--- config.mk ---
export PLATFORM = sky130hd
export DESIGN_NAME = stl_divider
export DESIGN_NICKNAME = d
export VERILOG_FILES = /design/src/design/stl_pkg.sv /design/src/design/stl_divider.sv
export SDC_FILE = /design/constraint.sdc
export NUM_CORES = 1
export LEC_CHECK = 0
export ABC_CLOCK_PERIOD_IN_PS = 3100
export BUFFER_PORTS_ARGS = -buffer_cell sky130_fd_sc_hd__buf_2
export CAP_MARGIN = 20
export CORE_UTILIZATION = 40
export CTS_CLUSTER_DIAMETER = 120
export DETAILED_ROUTE_END_ITERATION = 6
export SLEW_MARGIN = 40
export SYNTH_ARGS = -nofsm -noshare
export SYNTH_HDL_FRONTEND = slang
export SYNTH_SLANG_ARGS = --single-unit
--- constraint.sdc ---
create_clock -name clock -period 3.1 [get_ports clock]
set_input_delay 0.31 -clock clock [delete_from_list [all_inputs] [get_ports clock]]
set_output_delay 0.31 -clock clock [all_outputs]
set_load 0.01 [all_outputs]
--- src/design/stl_pkg.sv ---
`default_nettype none
package stl_pkg;

   typedef struct packed {
      logic [2:0]         mode;
      logic [31:0]        seg_index;
      logic signed [63:0] time_req;
      logic [31:0]        duration;
      logic               strict;
   } req_type;

   typedef struct packed {
      logic [1:0]         status;
      logic [31:0]        found_index;
      logic signed [63:0] found_time;
      logic [31:0]        found_duration;
      logic [31:0]        run_offset;
   } rsp_type;

   localparam logic [2:0] MODE_ADD     = 3'd0;
   localparam logic [2:0] MODE_UPDATE  = 3'd1;
   localparam logic [2:0] MODE_TRIM    = 3'd2;
   localparam logic [2:0] MODE_FLOOR   = 3'd3;
   localparam logic [2:0] MODE_CLOSEST = 3'd4;
   localparam logic [2:0] MODE_INDEX   = 3'd5;

   localparam logic [1:0] ST_OK       = 2'd0;
   localparam logic [1:0] ST_NOTFOUND = 2'd1;
   localparam logic [1:0] ST_FULL     = 2'd2;
   localparam logic [1:0] ST_REJECT   = 2'd3;

   typedef struct packed {
      logic [31:0] dur;
      logic [31:0] rep;
      logic [31:0] first;
      logic [63:0] start;
      logic [31:0] period;
   } run_type;

   typedef enum logic [3:0] {
      S_IDLE, S_DECODE, S_RD, S_WAIT, S_EVAL, S_RD2, S_WAIT2, S_EVAL2,
      S_DIV, S_MUL, S_EMIT, S_DONE
   } state_type;

   typedef struct packed {
      logic        start;
      logic [63:0] dividend;
      logic [31:0] divisor;
   } div_cmd_type;

   typedef struct packed {
      logic        busy;
      logic        done;
      logic [63:0] quotient;
   } div_stat_type;

endpackage
`default_nettype wire

--- src/design/stl_divider.sv ---
`default_nettype none
module stl_divider (
   input  wire logic                 clock,
   input  wire logic                 reset,
   input  wire stl_pkg::div_cmd_type cmd,
   output stl_pkg::div_stat_type     stat
);
   import stl_pkg::*;

   logic [63:0] quo_ff, quo_in;
   logic [32:0] rem_ff, rem_in;
   logic [31:0] dvs_ff, dvs_in;
   logic [6:0]  cnt_ff, cnt_in;
   logic        busy_ff, busy_in, done_ff, done_in;
   logic [32:0] trial;
   logic [32:0] shifted;

   // restoring radix-2 divide, one quotient bit a cycle
   always_comb begin
      quo_in  = quo_ff;
      rem_in  = rem_ff;
      dvs_in  = dvs_ff;
      cnt_in  = cnt_ff;
      busy_in = busy_ff;
      done_in = 1'b0;
      shifted = {rem_ff[31:0], quo_ff[63]};
      trial   = shifted - {1'b0, dvs_ff};
      if (cmd.start) begin
         quo_in  = cmd.dividend;
         rem_in  = '0;
         dvs_in  = cmd.divisor;
         cnt_in  = 7'd64;
         busy_in = 1'b1;
      end else if (busy_ff) begin
         if (!trial[32]) begin
            rem_in = trial;
            quo_in = {quo_ff[62:0], 1'b1};
         end else begin
            rem_in = shifted;
            quo_in = {quo_ff[62:0], 1'b0};
         end
         cnt_in = cnt_ff - 7'd1;
         if (cnt_ff == 7'd1) begin
            busy_in = 1'b0;
            done_in = 1'b1;
         end
      end
   end

   always_ff @(posedge clock) begin
      quo_ff <= quo_in;
      rem_ff <= rem_in;
      dvs_ff <= dvs_in;
      if (reset) begin
         cnt_ff  <= '0;
         busy_ff <= 1'b0;
         done_ff <= 1'b0;
      end else begin
         cnt_ff  <= cnt_in;
         busy_ff <= busy_in;
         done_ff <= done_in;
      end
   end

   assign stat.busy     = busy_ff;
   assign stat.done     = done_ff;
   assign stat.quotient = quo_ff;

   a_done_after_busy: assert property (@(posedge clock) disable iff (reset)
      done_ff |-> $past(busy_ff)) else $error("done without busy");
   a_cnt_idle: assert property (@(posedge clock) disable iff (reset)
      !busy_ff && !cmd.start |=> !done_ff || $past(busy_ff))
      else $error("spurious done");
   a_busy_count: assert property (@(posedge clock) disable iff (reset)
      busy_ff |-> cnt_ff != 7'd0) else $error("busy with zero count");

endmodule
`default_nettype wire

# After elaboration in Yosys (flattened, before gate mapping)
# Cells that the tools add are included.
# word_totals
wordCells	24
regBits	137
input_bits	99
out_inout_bits	66
# op_classes
add_sub_neg	2
n_eq_ne	1
n_bitwise	1
n_reduce_logical	3
muxes	10
# op_table
operator	count
$mux W64	2
$sub A33 B32 Y33	1
$mux W32	1
$mux W7	2
$eq A7 B1 Y1 const B	1
$sub A7 B1 Y7 const B	1
$mux W1	5
$reduce_or A3 Y1	1
$reduce_bool A2 Y1	1
$reduce_or A2 Y1	1
$not A1 Y1	1

# Logic depth before layout (Yosys ltp)
# depth
word_depth	4
depth_mapped	13
depth_no_buf	11

# Least setup slack after synthesis
# No wires, ideal clock.
# synth_path
path_type	flip-flop to flip-flop
startpoint	reg quo_ff[63]
endpoint	reg rem_ff[0]
n_path_buf	1
setup_time_ns	0.117
path_slack_ns	0.175
t_arrival_ns	2.808
required_ns	2.983
stages_incl_launch_ff	13
period_less_slack_ns	2.925
cell_sequence	edfxtp_1 > inv_1 > ha_1 > fa_1 > nand2b_1 > a21o_1 > a21o_1 > a311o_1 > a21oi_4 > a41o_1 > buf_4 > o21ai_0 > a32o_1
# synth_via
elab_chain_cells	2
# synth_lines
item	line	rtl
from (decl)	stl_divider.sv:10	logic [63:0] quo_ff, quo_in;
from (signal assigned)	stl_divider.sv:51	quo_ff <= quo_in;
$sub A33 B32 Y33	stl_divider.sv:27	trial = shifted - {1'b0, dvs_ff};
$mux W32 *	stl_divider.sv:35	if (!trial[32]) begin
to (signal assigned)	stl_divider.sv:52	rem_ff <= rem_in;
to (decl)	stl_divider.sv:11	logic [32:0] rem_ff, rem_in;
# Every way passes the cells marked *; elsewhere a longest branch is shown, timed or not.
# A chain may end at the register's enable or synchronous reset.

# Final worst setup path
# layout_path
startpoint	reg dvs_ff[0]
endpoint	reg rem_ff[28]
# layout_via
elab_chain_cells	2
# layout_lines
item	line	rtl
from (decl)	stl_divider.sv:12	logic [31:0] dvs_ff, dvs_in;
from (signal assigned)	stl_divider.sv:53	dvs_ff <= dvs_in;
$sub A33 B32 Y33	stl_divider.sv:27	
$mux W32	stl_divider.sv:35	
# Every way passes these cells.

==> results by group <==
Run status
  • Outcome: complete, no violations

Timing
  • # setup viols final: 0
  • Rel. slew slack: 60.58%
  • Setup Skew: 0.01916 ns
  • Hold_ws: 0.05460 ns
  • RSZ-0062 raised after global routing: yes
  • Period utilisation layout: 99.79%
  • Final Hold Viols: 0
  • Slew Limit Fails: 0
  • Clock period minus worst slack: 3.093 ns
  • Worst Tran Pin Value: 0.5912 ns
  • Setup TNS: 0 ns
  • Maximum clock frequency: 323.3 MHz

Worst setup path
  • Data required, critical path: 3.42 ns
  • Critical Path End Type: flip-flop
  • Setup crit start: dvs_ff[0]
  • Kind of critical path: reg -> reg
  • Worst reg2reg path depth: 11
  • R2r setup slk: 0.007 ns
  • Crit Reg-Reg Startpoint: dvs_ff[0]
  • CP max FO: 7
  • Critical path arrival: 3.42 ns
  • CP Launch Type: flip-flop

Synth
  • Mean post-synth cell area: 10.99 um2
  • Sequential share of the synthesized area: 48.49%
  • Mapped cell area: 7637 um2
  • Main combinational cell family by area after synthesis: compound AO/OA/AOI/OAI gates
  • Synth cell types: 67
  • Post-synth EDFFs: 96
  • Synth Area in Adders: 5.832%
  • Synth async-reset ratio: 0%
  • Post-Synthesis Cells: 695
  • Post-synthesis compound-gate area fraction: 16.07%
  • Syn_nets: 829
  • Syn. warnings: 0
  • Multiplexer share of the synthesized area: 9.551%
  • FF+latch count, synth: 137
  • Post-Synth XOR/XNOR Area: 3.670%
  • Simple-gate area share of the yosys netlist: 11.35%
  • Commonest register cell after synthesis: edfxtp_1

Clocking
  • Clock Root Buffer: clkbuf_16
  • TritonCTS Buffers: 17
  • Clk Latency, worst-skew pair: 0.43 ns
  • Sink Count: 137
  • Clock transition at path regs: 0.07 ns
  • Htree depth: 4
  • CTS tree: yes
  • Clock Tree Buf Depth: 2
  • Hold Buf Count CTS: 0

Min path
  • Hold Path Class: in -> reg
  • Hold path start: cmd[31]
  • Hold path cells: 1

Routing
  • Vias: 6,028
  • DRT Pass-1 Iters: 5
  • DRT antenna net count: 0
  • Vias per std cell: 5.325
  • Routed wire length: 19.33 mm
  • DR DRC count: 0
  • Detail-routed net length per standard cell: 17.08 um
  • DRT iter0 DRCs: 368

GRT
  • GRT Total Usage: 20.06%
  • Initial antenna violation count: 2
  • GR Overflow Total: 0
  • Pin count of the biggest net entering global routing: 102
  • First-pass GRT wire length: 30.79 mm
  • Vias in the first global route: 5,990

Placement
  • # port buffers: 164
  • HPWL after DPL: 13.68 mm
  • Cell Area, Placed: 8856 um2
  • RD Place Congestion: 0.8352

Power
  • Sw Ratio: 28.34%
  • Share of total power in combinational logic: 20.9%
  • Share of power burned in registers: 41.6%
  • Sw Pwr: 1.519 mW
  • Int Power: 3.842 mW
  • Max IR drop VDD: 308.6 uV
  • PwrDens: 554.4 nW/um2
  • Leakage: 4.036 nW
  • Clk pwr share: 37.5%

Flow run
  • Max-cap viol count: 0

Final layout
  • Share of layout cells above drive strength 1: 37.28%
  • Final instance area: 9672 um2
  • Synthesis-to-layout area growth: 26.64%
  • Layout net count: 1,018
  • Commonest non-fill, non-tap cell in the layout: buf_2
  • Most frequent cells in the layout: buf_2 (164), edfxtp_1 (96), nor2_1 (63), mux2_2 (63), dfxtp_1 (40)
  • Final Core Density: 51.71%

Die
  • Initial Util: 40.83%
  • Die Span X: 140.2 um
  • Core ar.: 18,710 um2
  • Std-Cell Rows: 50
  • Top-level I/O count: 165
  • Die area: 19,650 um2
  • Height of the die: 140.2 um
-- flip-flops by register name (all words and copies together), names as in the netlist --
signal	count
done_ff	1
quo_ff	64
cnt_ff	7
dvs_ff	32
busy_ff	1
rem_ff	32
-- cells by family after synthesis --
logic type | Yosys count
buffers and inverters | 78
and+or+nand+nor | 180
xor gates and xnor gates | 32
DFF | 137
muxes | 65
AOI/OAI and AO/OA | 168
adders and majority gates | 35
-- final timing paths --
kind / endpoint
min reg2reg: cnt_ff[1]
max: rem_ff[28]
max reg2reg: rem_ff[28]
min: dvs_ff[31]
-- stage by stage --
step | total power [mW] | worst slack [ns] | instances
after floorplan | 2.937 | 0.1750 | 695
final | 5.362 | 0.006626 | 1132
after detailed placement | 3.313 | -0.02650 | 1091
after global placement | 3.313 | 0.06520 | 1091
after global routing | 5.619 | -0.1064 | 1131
after CTS | 5.350 | 0.007707 | 1124
-- synthesized netlist by cell type, types with 2 or more instances --
cell | instances | area [um2]
edfxtp_1 | 96 | 2883
nor2_1 | 64 | 240.2
mux2_2 | 63 | 709.4
dfxtp_1 | 41 | 820.8
inv_1 | 39 | 146.4
o21ai_0 | 37 | 185.2
nand2_1 | 36 | 135.1
ha_1 | 34 | 425.4
a21oi_1 | 28 | 140.1
a311oi_1 | 22 | 192.7
nand3_1 | 22 | 110.1
a21o_1 | 17 | 127.6
xnor2_1 | 16 | 140.1
xor2_1 | 16 | 140.1
buf_4 | 14 | 105.1
clkbuf_1 | 13 | 48.80
nor3_1 | 13 | 65.06
nand2b_1 | 10 | 62.56
a211oi_1 | 9 | 67.56
o211ai_1 | 8 | 60.06
nand4_1 | 6 | 37.54
a31oi_1 | 5 | 31.28
o21a_1 | 5 | 37.54
and4_1 | 4 | 35.03
buf_1 | 4 | 15.01
nor2b_1 | 4 | 25.02
nor4b_1 | 4 | 35.03
o21ai_1 | 4 | 20.02
o21bai_1 | 4 | 30.03
and3_1 | 3 | 18.77
nor4_1 | 3 | 18.77
o31ai_1 | 3 | 22.52
or3_1 | 3 | 18.77
a2111oi_0 | 2 | 17.52
a2111oi_2 | 2 | 30.03
a311o_1 | 2 | 20.02
a32o_1 | 2 | 20.02
and2_1 | 2 | 12.51
buf_2 | 2 | 10.01
buf_6 | 2 | 22.52
mux2i_1 | 2 | 20.02
o221ai_1 | 2 | 17.52
o41ai_2 | 2 | 32.53
or2_2 | 2 | 12.51
-- area by class of cell --
type	instances	area (um2)
Fill cell	1707	9034
Inverter	39	146.4
Multi-Input combinational cell	480	3684
Antenna cell	2	5.005
Clock inverter	13	147.6
Clock buffer	18	429.2
Timing Repair Buffer	209	1262
Tap cell	234	292.8
Sequential cell	137	3705
-- layer usage --
layer  up-vias  track usage [%]  part of all wire, %
met5         -                0                    0
met4         0            6.825                  1.6
met3        22            7.214                  7.5
met2       185            32.50                   47
met1      2840            24.68                   44
li1       2981                -                    -
-- timing repair --
item / CTS / global route
pin swaps: 1 / 29
buffers inserted: 2 / 3
cloned: 0 / 3
resized for setup: 0 / 30
setup endpoints to repair: 6 / 33
-- worst max-delay path, stage by stage (launching register included) --
cell	delay [ns]
edfxtp_1	0.42
ha_4	0.19
fa_2	0.33
nand2b_4	0.15
a21o_1	0.21
a21o_1	0.20
a311o_1	0.41
a21oi_4	0.21
buf_4	0.15
o41ai_4	0.09
or3_1	0.38
a311oi_1	0.25
-- power by group through the flow --
stage / Clock (mW) / Combinational [mW] / Sequential, mW
floorplan: 0 / 0.641 / 2.30
global placement: 0 / 1.05 / 2.27
detailed placement: 0 / 1.05 / 2.27
CTS: 2.06 / 1.05 / 2.23
global route: 2.14 / 1.23 / 2.25
finish: 2.01 / 1.12 / 2.23
Power figures use the tool's default switching activity.
